===== src/rtl/sip_pkg.sv =====
package sip_pkg;

    localparam int unsigned QDEPTH = 4;
    localparam int unsigned QPTR_W = $clog2(QDEPTH);
    localparam int unsigned QCNT_W = $clog2(QDEPTH + 1);

    localparam int unsigned WORD_W  = 32;
    localparam int unsigned FMT_W   = 5;
    localparam int unsigned TDATA_W = 104;

    localparam logic [FMT_W-1:0] FMT_EXP   = 5'd0;
    localparam logic [FMT_W-1:0] FMT_SOPP  = 5'd1;
    localparam logic [FMT_W-1:0] FMT_SOPC  = 5'd2;
    localparam logic [FMT_W-1:0] FMT_SOP1  = 5'd3;
    localparam logic [FMT_W-1:0] FMT_SOPK  = 5'd4;
    localparam logic [FMT_W-1:0] FMT_SOP2  = 5'd5;
    localparam logic [FMT_W-1:0] FMT_VOP1  = 5'd6;
    localparam logic [FMT_W-1:0] FMT_VOPC  = 5'd7;
    localparam logic [FMT_W-1:0] FMT_VOP2  = 5'd8;
    localparam logic [FMT_W-1:0] FMT_VOP3  = 5'd9;
    localparam logic [FMT_W-1:0] FMT_SMRD  = 5'd10;
    localparam logic [FMT_W-1:0] FMT_MUBUF = 5'd11;
    localparam logic [FMT_W-1:0] FMT_MTBUF = 5'd12;
    localparam logic [FMT_W-1:0] FMT_MIMG  = 5'd13;
    localparam logic [FMT_W-1:0] FMT_DS    = 5'd14;
    localparam logic [FMT_W-1:0] FMT_FLAT  = 5'd15;
    localparam logic [FMT_W-1:0] FMT_UNKN  = 5'd16;

    localparam logic [7:0] LIT_MARK = 8'hFF;

    typedef struct packed {
        logic [FMT_W-1:0]  fmt;
        logic              has2;
        logic [WORD_W-1:0] lit;
        logic [WORD_W-1:0] word;
    } instr_t;

    typedef struct packed {
        logic              full;
        logic              empty;
        logic [QCNT_W-1:0] count;
    } qstat_t;

    function automatic logic [FMT_W-1:0] classify(input logic [WORD_W-1:0] w);
        logic [FMT_W-1:0] f;
        if (w[31:26] == 6'h3E) f = FMT_EXP;
        else if (w[31:23] == 9'h17F) f = FMT_SOPP;
        else if (w[31:23] == 9'h17E) f = FMT_SOPC;
        else if (w[31:23] == 9'h17D) f = FMT_SOP1;
        else if (w[31:28] == 4'hB) f = FMT_SOPK;
        else if (w[31:30] == 2'b10) f = FMT_SOP2;
        else if (w[31:25] == 7'h3F) f = FMT_VOP1;
        else if (w[31:25] == 7'h3E) f = FMT_VOPC;
        else if (!w[31]) f = FMT_VOP2;
        else if (w[31:26] == 6'h34) f = FMT_VOP3;
        else if (w[31:27] == 5'h18) f = FMT_SMRD;
        else if (w[31:26] == 6'h38) f = FMT_MUBUF;
        else if (w[31:26] == 6'h3A) f = FMT_MTBUF;
        else if (w[31:26] == 6'h3C) f = FMT_MIMG;
        else if (w[31:26] == 6'h36) f = FMT_DS;
        else if (w[31:26] == 6'h37) f = FMT_FLAT;
        else f = FMT_UNKN;
        return f;
    endfunction

    function automatic logic always_long(input logic [FMT_W-1:0] f);
        return (f == FMT_EXP) || (f == FMT_VOP3) || (f == FMT_MUBUF) ||
               (f == FMT_MTBUF) || (f == FMT_MIMG) || (f == FMT_DS) ||
               (f == FMT_FLAT);
    endfunction

    function automatic logic wants_second(input logic [WORD_W-1:0] w,
                                          input logic [FMT_W-1:0] f);
        logic r;
        if (always_long(f))
            r = 1'b1;
        else if (f == FMT_SOP2)
            r = (w[7:0] == LIT_MARK) || (w[15:8] == LIT_MARK);
        else if ((f == FMT_VOP1) || (f == FMT_VOP2))
            r = (w[8:0] == {1'b0, LIT_MARK});
        else
            r = 1'b0;
        return r;
    endfunction

endpackage


===== src/rtl/shader_instruction_predecoder.sv =====
// Shader instruction predecoder. Takes one 32-bit code word per transfer, every
// cycle unless the queue is full, and gives one decoded instruction per transfer
// out. A one-word instruction, or the second word of a two-word one, passes
// through the queue into the output register; the first word of a two-word
// instruction gives nothing by itself. A four-entry queue between the word
// pairing front and the field decode back absorbs output stalls, and a full
// queue is what drops s_tready. Format codes: EXP 0, SOPP 1, SOPC 2, SOP1 3,
// SOPK 4, SOP2 5, VOP1 6, VOPC 7, VOP2 8, VOP3 9, SMRD 10, MUBUF 11, MTBUF 12,
// MIMG 13, DS 14, FLAT 15, unknown 16. A two-word instruction whose first word
// carries s_tlast is given at once with a zero literal.
module shader_instruction_predecoder (
    input  logic                            clk,
    input  logic                            rst_n,
    input  logic                            s_tvalid,
    output logic                            s_tready,
    input  logic [sip_pkg::WORD_W-1:0]      s_tdata,   // code_word
    input  logic                            s_tlast,
    output logic                            m_tvalid,
    input  logic                            m_tready,
    // op_field, source_a, source_b, dest_field, literal_value, two_words, first_word
    output logic [sip_pkg::TDATA_W-1:0]     m_tdata,
    output logic [sip_pkg::FMT_W-1:0]       m_tuser    // format_code
);
    import sip_pkg::*;

    instr_t push_item;
    instr_t head;
    qstat_t stat;
    logic   push;
    logic   pop;

    sip_front u_front (
        .clk       (clk),
        .rst_n     (rst_n),
        .s_tvalid  (s_tvalid),
        .s_tready  (s_tready),
        .s_tdata   (s_tdata),
        .s_tlast   (s_tlast),
        .full      (stat.full),
        .push      (push),
        .push_item (push_item)
    );

    sip_queue u_queue (
        .clk       (clk),
        .rst_n     (rst_n),
        .push      (push),
        .push_item (push_item),
        .pop       (pop),
        .head      (head),
        .stat      (stat)
    );

    sip_back u_back (
        .clk      (clk),
        .rst_n    (rst_n),
        .head     (head),
        .empty    (stat.empty),
        .pop      (pop),
        .m_tvalid (m_tvalid),
        .m_tready (m_tready),
        .m_tdata  (m_tdata),
        .m_tuser  (m_tuser)
    );

    a_queue_bound : assert property (@(posedge clk) disable iff (!rst_n)
        stat.count <= QCNT_W'(QDEPTH))
        else $error("queue count beyond depth");

    a_no_overflow : assert property (@(posedge clk) disable iff (!rst_n)
        push |-> !stat.full || pop)
        else $error("push into full queue");

    a_short_literal : assert property (@(posedge clk) disable iff (!rst_n)
        (m_tvalid && !m_tdata[65] && (m_tuser != FMT_SOPP)) |-> (m_tdata[64:33] == '0))
        else $error("literal on one-word instruction");

    a_unknown_clear : assert property (@(posedge clk) disable iff (!rst_n)
        (m_tvalid && (m_tuser == FMT_UNKN)) |-> (m_tdata[32:0] == '0))
        else $error("decoded fields on unknown format");

endmodule


===== src/rtl/sip_front.sv =====
module sip_front (
    input  logic                           clk,
    input  logic                           rst_n,
    input  logic                           s_tvalid,
    output logic                           s_tready,
    input  logic [sip_pkg::WORD_W-1:0]     s_tdata,
    input  logic                           s_tlast,
    input  logic                           full,
    output logic                           push,
    output sip_pkg::instr_t                push_item
);
    import sip_pkg::*;

    logic              awaiting_reg;
    logic              awaiting_next;
    logic [WORD_W-1:0] held_word_reg;
    logic [WORD_W-1:0] held_word_next;
    logic [FMT_W-1:0]  held_fmt_reg;
    logic [FMT_W-1:0]  held_fmt_next;
    logic [FMT_W-1:0]  fmt;
    logic              need2;
    logic              xfer;

    assign s_tready = !full;
    assign xfer     = s_tvalid && s_tready;
    assign fmt      = classify(s_tdata);
    assign need2    = wants_second(s_tdata, fmt) && !s_tlast;

    always_comb
    begin
        awaiting_next  = awaiting_reg;
        held_word_next = held_word_reg;
        held_fmt_next  = held_fmt_reg;
        if (awaiting_reg)
        begin
            push           = xfer;
            push_item.fmt  = held_fmt_reg;
            push_item.has2 = 1'b1;
            push_item.lit  = s_tdata;
            push_item.word = held_word_reg;
            if (xfer)
                awaiting_next = 1'b0;
        end
        else
        begin
            push           = xfer && !need2;
            push_item.fmt  = fmt;
            push_item.has2 = 1'b0;
            push_item.lit  = '0;
            push_item.word = s_tdata;
            if (xfer && need2)
            begin
                awaiting_next  = 1'b1;
                held_word_next = s_tdata;
                held_fmt_next  = fmt;
            end
        end
    end

    always_ff @(posedge clk or negedge rst_n)
    begin
        if (!rst_n)
            awaiting_reg <= 1'b0;
        else
            awaiting_reg <= awaiting_next;
    end

    always_ff @(posedge clk)
    begin
        held_word_reg <= held_word_next;
        held_fmt_reg  <= held_fmt_next;
    end

endmodule


===== src/rtl/sip_queue.sv =====
module sip_queue (
    input  logic             clk,
    input  logic             rst_n,
    input  logic             push,
    input  sip_pkg::instr_t  push_item,
    input  logic             pop,
    output sip_pkg::instr_t  head,
    output sip_pkg::qstat_t  stat
);
    import sip_pkg::*;

    instr_t            entry_reg [QDEPTH];
    logic [QPTR_W-1:0] wr_ptr_reg;
    logic [QPTR_W-1:0] wr_ptr_next;
    logic [QPTR_W-1:0] rd_ptr_reg;
    logic [QPTR_W-1:0] rd_ptr_next;
    logic [QCNT_W-1:0] count_reg;
    logic [QCNT_W-1:0] count_next;

    assign head       = entry_reg[rd_ptr_reg];
    assign stat.count = count_reg;
    assign stat.empty = (count_reg == '0);
    assign stat.full  = (count_reg == QCNT_W'(QDEPTH));

    always_comb
    begin
        wr_ptr_next = push ? QPTR_W'(wr_ptr_reg + 1'b1) : wr_ptr_reg;
        rd_ptr_next = pop ? QPTR_W'(rd_ptr_reg + 1'b1) : rd_ptr_reg;
        count_next  = count_reg;
        if (push && !pop)
            count_next = QCNT_W'(count_reg + 1'b1);
        else if (pop && !push)
            count_next = QCNT_W'(count_reg - 1'b1);
    end

    always_ff @(posedge clk or negedge rst_n)
    begin
        if (!rst_n)
        begin
            wr_ptr_reg <= '0;
            rd_ptr_reg <= '0;
            count_reg  <= '0;
        end
        else
        begin
            wr_ptr_reg <= wr_ptr_next;
            rd_ptr_reg <= rd_ptr_next;
            count_reg  <= count_next;
        end
    end

    always_ff @(posedge clk)
    begin
        if (push)
            entry_reg[wr_ptr_reg] <= push_item;
    end

endmodule


===== src/rtl/sip_back.sv =====
module sip_back (
    input  logic                            clk,
    input  logic                            rst_n,
    input  sip_pkg::instr_t                 head,
    input  logic                            empty,
    output logic                            pop,
    output logic                            m_tvalid,
    input  logic                            m_tready,
    output logic [sip_pkg::TDATA_W-1:0]     m_tdata,
    output logic [sip_pkg::FMT_W-1:0]       m_tuser
);
    import sip_pkg::*;

    logic                out_valid_reg;
    logic                out_valid_next;
    logic [TDATA_W-1:0]  tdata_reg;
    logic [TDATA_W-1:0]  tdata_next;
    logic [FMT_W-1:0]    tuser_reg;
    logic                load;
    logic [7:0]          op;
    logic [8:0]          sa;
    logic [7:0]          sb;
    logic [7:0]          dst;
    logic [WORD_W-1:0]   lit;
    logic                two;
    logic [WORD_W-1:0]   w;

    assign load           = !out_valid_reg || m_tready;
    assign pop            = !empty && load;
    assign out_valid_next = load ? !empty : out_valid_reg;
    assign w              = head.word;

    always_comb
    begin
        op  = '0;
        sa  = '0;
        sb  = '0;
        dst = '0;
        lit = head.has2 ? head.lit : '0;
        two = head.has2 || always_long(head.fmt);
        case (head.fmt)
            FMT_SOP2:
            begin
                sa  = {1'b0, w[7:0]};
                sb  = w[15:8];
                dst = {1'b0, w[22:16]};
                op  = {1'b0, w[29:23]};
            end
            FMT_VOP2:
            begin
                sa  = w[8:0];
                dst = w[24:17];
                op  = {2'b0, w[30:25]};
            end
            FMT_VOP1:
            begin
                sa  = w[8:0];
                dst = w[24:17];
                op  = w[16:9];
            end
            FMT_SOPP:
            begin
                op  = {1'b0, w[22:16]};
                lit = {16'b0, w[15:0]};
            end
            FMT_SMRD:
            begin
                sa  = {3'b0, w[14:9]};
                dst = {1'b0, w[21:15]};
                op  = {3'b0, w[26:22]};
            end
            FMT_EXP:
            begin
                op = {2'b0, w[9:4]};
            end
            default:
            begin
                op = '0;
            end
        endcase
        tdata_next = {6'b0, w, two, lit, dst, sb, sa, op};
    end

    always_ff @(posedge clk or negedge rst_n)
    begin
        if (!rst_n)
            out_valid_reg <= 1'b0;
        else
            out_valid_reg <= out_valid_next;
    end

    always_ff @(posedge clk)
    begin
        if (pop)
        begin
            tdata_reg <= tdata_next;
            tuser_reg <= head.fmt;
        end
    end

    assign m_tvalid = out_valid_reg;
    assign m_tdata  = tdata_reg;
    assign m_tuser  = tuser_reg;

endmodule


===== config.mk =====
export PLATFORM = sky130hd
export DESIGN_NAME = shader_instruction_predecoder
export DESIGN_NICKNAME = d
export VERILOG_FILES = /design/src/rtl/sip_pkg.sv /design/src/rtl/shader_instruction_predecoder.sv /design/src/rtl/sip_front.sv /design/src/rtl/sip_queue.sv /design/src/rtl/sip_back.sv
export SDC_FILE = /design/constraint.sdc
export NUM_CORES = 1
export LEC_CHECK = 0
export CAP_MARGIN = 20
export CORE_UTILIZATION = 30
export CTS_CLUSTER_SIZE = 14
export DETAILED_ROUTE_END_ITERATION = 8
export DONT_BUFFER_PORTS = 1
export GPL_ROUTABILITY_DRIVEN = 0
export MAX_ROUTING_LAYER = met4
export PLACE_DENSITY = 0.48
export SETUP_SLACK_MARGIN = 0.4
export SLEW_MARGIN = 20
export SYNTH_ARGS = -nofsm -noshare
export SYNTH_HDL_FRONTEND = slang
export SYNTH_SLANG_ARGS = --single-unit

===== constraint.sdc =====
create_clock -name clk -period 6.8 [get_ports clk]
set_input_delay 0.34 -clock clk [delete_from_list [all_inputs] [get_ports clk]]
set_output_delay 0.34 -clock clk [all_outputs]
set_load 0.02 [all_outputs]

==> flow_metrics.env <==
export IMPL_synth_edf_count=420
export IMPL_fin_tns_setup_ps=0
export IMPL_top_fanout_value_on_the_critical_path=41
export IMPL_drt_met1_wl_um=18890
export IMPL_fin_area_um2=19630
export IMPL_floorplan_die_width_um=239.3
export IMPL_dr_max_layer_used="met4"
export IMPL_wl_met2_um=19500
export IMPL_die_boundary_height_um=239.3
export IMPL_design_die_area_um2=57290
export IMPL_detailed_route_wirelength_on_metal3_um=2042
export IMPL_postCtsSetupBuffers=0
export IMPL_design_final_nets=972
export IMPL_grt_start_max_net_pins=78
export IMPL_hold_class="input pin to flip-flop"
export IMPL_wl_per_cell_um=24.04
export IMPL_tritoncts="built"
export IMPL_clock_path_buffers=3
export IMPL_synthArstFlopShare_pct=2.098
export IMPL_clock_sink_count=429
export IMPL_layout_worst_path_cycle_share_pct=51.28
export IMPL_areaGrowthSynthToFinish_pct=16.15
export IMPL_timing_max_slew_rel_slack_pct=37.12
export IMPL_grt_pass1_vias=8351
export IMPL_synthesis_yosys_warnings=0
export IMPL_fin_worst_skew_ps=21.80
export IMPL_cp_cell_sequence="mux4_2 > or3b_4 > nor3b_4 > or2_1 > a22o_1"
export IMPL_hold_viol_final=0
export IMPL_postSynth_topFlopCell="sky130_fd_sc_hd__edfxtp_1"
export IMPL_setup_viol=0
export IMPL_crit_type="flip-flop to flip-flop"
export IMPL_cts_resized_gates=0
export IMPL_fin_crit_ps=3487
export IMPL_drive_above_1_share_pct=22.82
export IMPL_netlist_instances=876
export IMPL_postRouteWirelength_um=41240
export IMPL_yosys_register_bits=429
export IMPL_required_ps=7240
export IMPL_critPathArrivalTime_ps=3930
export IMPL_clockRootBuffer="sky130_fd_sc_hd__clkbuf_16"
export IMPL_count_of_nets_left_with_antenna_violations_after_detail_routing=0
export IMPL_detailroute_via_count=8127
export IMPL_fin_worst_hold_slack_ps=41.88
export IMPL_netlist_cell_type_count=60
export IMPL_drt_initial_drc_count=501
export IMPL_grt_setup_unrepaired="no"
export IMPL_power_per_cell_area_nw_per_um2=467.2
export IMPL_place_inst=1593
export IMPL_post_dp_cell_area_um2=17770
export IMPL_run_status="finished, final reports clean"
export IMPL_h_tree_depth=2
export IMPL_routed_via_density=4.739
export IMPL_portBuffers=0
export IMPL_transition_time_at_the_pin_with_the_least_slew_margin_ps=943.2
export IMPL_syn_mean_instance_area_um2=19.29
export IMPL_synth_sequential_area_ratio_pct=75.96
export IMPL_cp_end_kind="flip-flop"
export IMPL_grt_pass1_wl_um=60060
export IMPL_cts_buffers=48
export IMPL_cpPeakStageDelay_ps=980
export IMPL_initial_core_util_pct=30.50
export IMPL_drt_pass1_iter_count=5
export IMPL_route_detailed_drc=0
export IMPL_fmax_mhz=286.8
export IMPL_floorplan_io_pins=148
export IMPL_peakVddDrop_v=0.0001882
export IMPL_mappedNetlistArea_um2=16900
export IMPL_clock_latency_ps=580
export IMPL_dp_hpwl_um=24360
export IMPL_cap_viol_max_count=0
export IMPL_grt_antenna_before_repair=1
export IMPL_clkSlewWorstSetupHoldPaths_ps=60
export IMPL_globalRoute_totalOverflow=0
export IMPL_globalRouteTotalUtil_pct=15.07
export IMPL_finish_cell_count_without_fillers=1715
export IMPL_start_kind="flip-flop"
export IMPL_final_max_slew_violation_count=0
export IMPL_placeableCoreArea_um2=55420
export IMPL_cell_row_count=86
export IMPL_critPathSlowestCell="sky130_fd_sc_hd__dfrtp_4"
export IMPL_max_ffs_per_register=280
export IMPL_static_leakage_power_nw=6.546
[cell type report]
type	count	area [µm²]
Antenna cell	3	7.507
Clock buffer	61	1290
Clock inverter	24	217.7
Fill cell	5190	35790
Inverter	22	82.58
Multi-Input combinational cell	379	3795
Sequential cell	429	12840
Tap cell	748	935.9
Timing Repair Buffer	49	456.7
[synthesized netlist by cell type, types with 5 or more instances]
library cell / count / area [µm²]
sky130_fd_sc_hd__edfxtp_1: 420 / 12610
sky130_fd_sc_hd__mux4_2: 70 / 1577
sky130_fd_sc_hd__nand2_1: 49 / 183.9
sky130_fd_sc_hd__mux2_2: 48 / 540.5
sky130_fd_sc_hd__and2_1: 47 / 294.0
sky130_fd_sc_hd__inv_1: 22 / 82.58
sky130_fd_sc_hd__nand3_1: 20 / 100.1
sky130_fd_sc_hd__nor2_1: 18 / 67.56
sky130_fd_sc_hd__and3_1: 17 / 106.4
sky130_fd_sc_hd__clkbuf_1: 17 / 63.81
sky130_fd_sc_hd__buf_2: 15 / 75.07
sky130_fd_sc_hd__a22oi_1: 12 / 90.09
sky130_fd_sc_hd__buf_4: 9 / 67.56
sky130_fd_sc_hd__dfrtp_1: 9 / 225.2
sky130_fd_sc_hd__buf_1: 8 / 30.03
sky130_fd_sc_hd__o21ai_0: 8 / 40.04
sky130_fd_sc_hd__a22o_1: 7 / 61.31
sky130_fd_sc_hd__a222oi_1: 6 / 60.06
sky130_fd_sc_hd__ha_1: 5 / 62.56
sky130_fd_sc_hd__nand4_1: 5 / 31.28
sky130_fd_sc_hd__nor3_1: 5 / 25.02
sky130_fd_sc_hd__xnor2_1: 5 / 43.79
[path summary, 6_finish.rpt]
path                                       endpoint                  start  cells after the start  slack [ps]
max                              u_back.m_tdata[13]  u_queue.rd_ptr_reg[0]                      5        3310
min                        u_queue.entry_reg[3][31]            s_tdata[31]                      1          40
max reg2reg                      u_back.m_tdata[13]  u_queue.rd_ptr_reg[0]                      5        3310
min reg2reg                    u_queue.count_reg[2]   u_queue.count_reg[2]                      1         500
max in group asynchronous     u_queue.rd_ptr_reg[0]                  rst_n                      1        6190
min in group asynchronous           u_back.m_tvalid                  rst_n                      1         190
[metrics by stage]
stage | worst slack, ps | power, mW | utilization [%]
after global routing | 3040 | 9.630 | 35.41
after global placement | 3130 | 6.791 | 32.07
final | 3313 | 9.171 | 35.42
after CTS | 3223 | 9.366 | 35.41
after detailed placement | 3129 | 6.802 | 32.07
after floorplan | 1638 | 5.959 | -
[cells by family after synthesis]
family | count (synthesis) | share of synthesized area (%)
compound gates | 53 | 2.399
mux | 120 | 12.65
simple gates | 185 | 6.027
xor+xnor | 9 | 0.4664
flops | 429 | 75.96
buf+inv | 73 | 1.984
other cells | 1 | 0.02219
fa+ha+maj | 6 | 0.4886
[where the power goes]
part           switching, mW  internal (mW)
Combinational           1.35          0.823
Clock                   1.05           1.45
Sequential             0.665           3.83
[routing by layer]
metal,vias to the layer above,global-route usage [%]
met5,-,-
met4,0,4.817
met3,58,3.319
met2,220,23.05
met1,4242,19.94
li1,3607,-
[worst max-delay path: cells and delay by family (launching register included)]
kind | cells | cell delay (ps)
AO/OA/AOI/OAI | 1 | 180
AND/OR/NAND/NOR | 3 | 1380
flip-flops | 1 | 980
multiplexers | 1 | 770
[timing repair]
item                                   in CTS  in global routing
endpoints found under the hold margin      65                  0
hold buffers                               34                  0
setup endpoints to repair                   0                  0
[placed cells by master (no fill, tap or decap), types with 5 or more instances in the layout]
cell                              n
sky130_fd_sc_hd__a222oi_1         6
sky130_fd_sc_hd__ha_1             5
sky130_fd_sc_hd__clkinv_2         8
sky130_fd_sc_hd__nand4_1          5
sky130_fd_sc_hd__conb_1           6
sky130_fd_sc_hd__mux2_2          48
sky130_fd_sc_hd__mux4_2          70
sky130_fd_sc_hd__buf_4           14
sky130_fd_sc_hd__nor3_1           5
sky130_fd_sc_hd__nand2_1         49
sky130_fd_sc_hd__clkbuf_16       48
sky130_fd_sc_hd__a22oi_1         12
sky130_fd_sc_hd__edfxtp_1       420
sky130_fd_sc_hd__nand3_1         20
sky130_fd_sc_hd__dfrtp_1          6
sky130_fd_sc_hd__inv_1           22
sky130_fd_sc_hd__dlygate4sd3_1   34
sky130_fd_sc_hd__xnor2_1          5
sky130_fd_sc_hd__and3_1          17
sky130_fd_sc_hd__clkbuf_1         9
sky130_fd_sc_hd__and2_1          46
sky130_fd_sc_hd__o21ai_0          8
sky130_fd_sc_hd__nor2_1          14
sky130_fd_sc_hd__a22o_1           7
sky130_fd_sc_hd__clkinv_1         6
No activity file was read; power rests on OpenSTA's default activity.
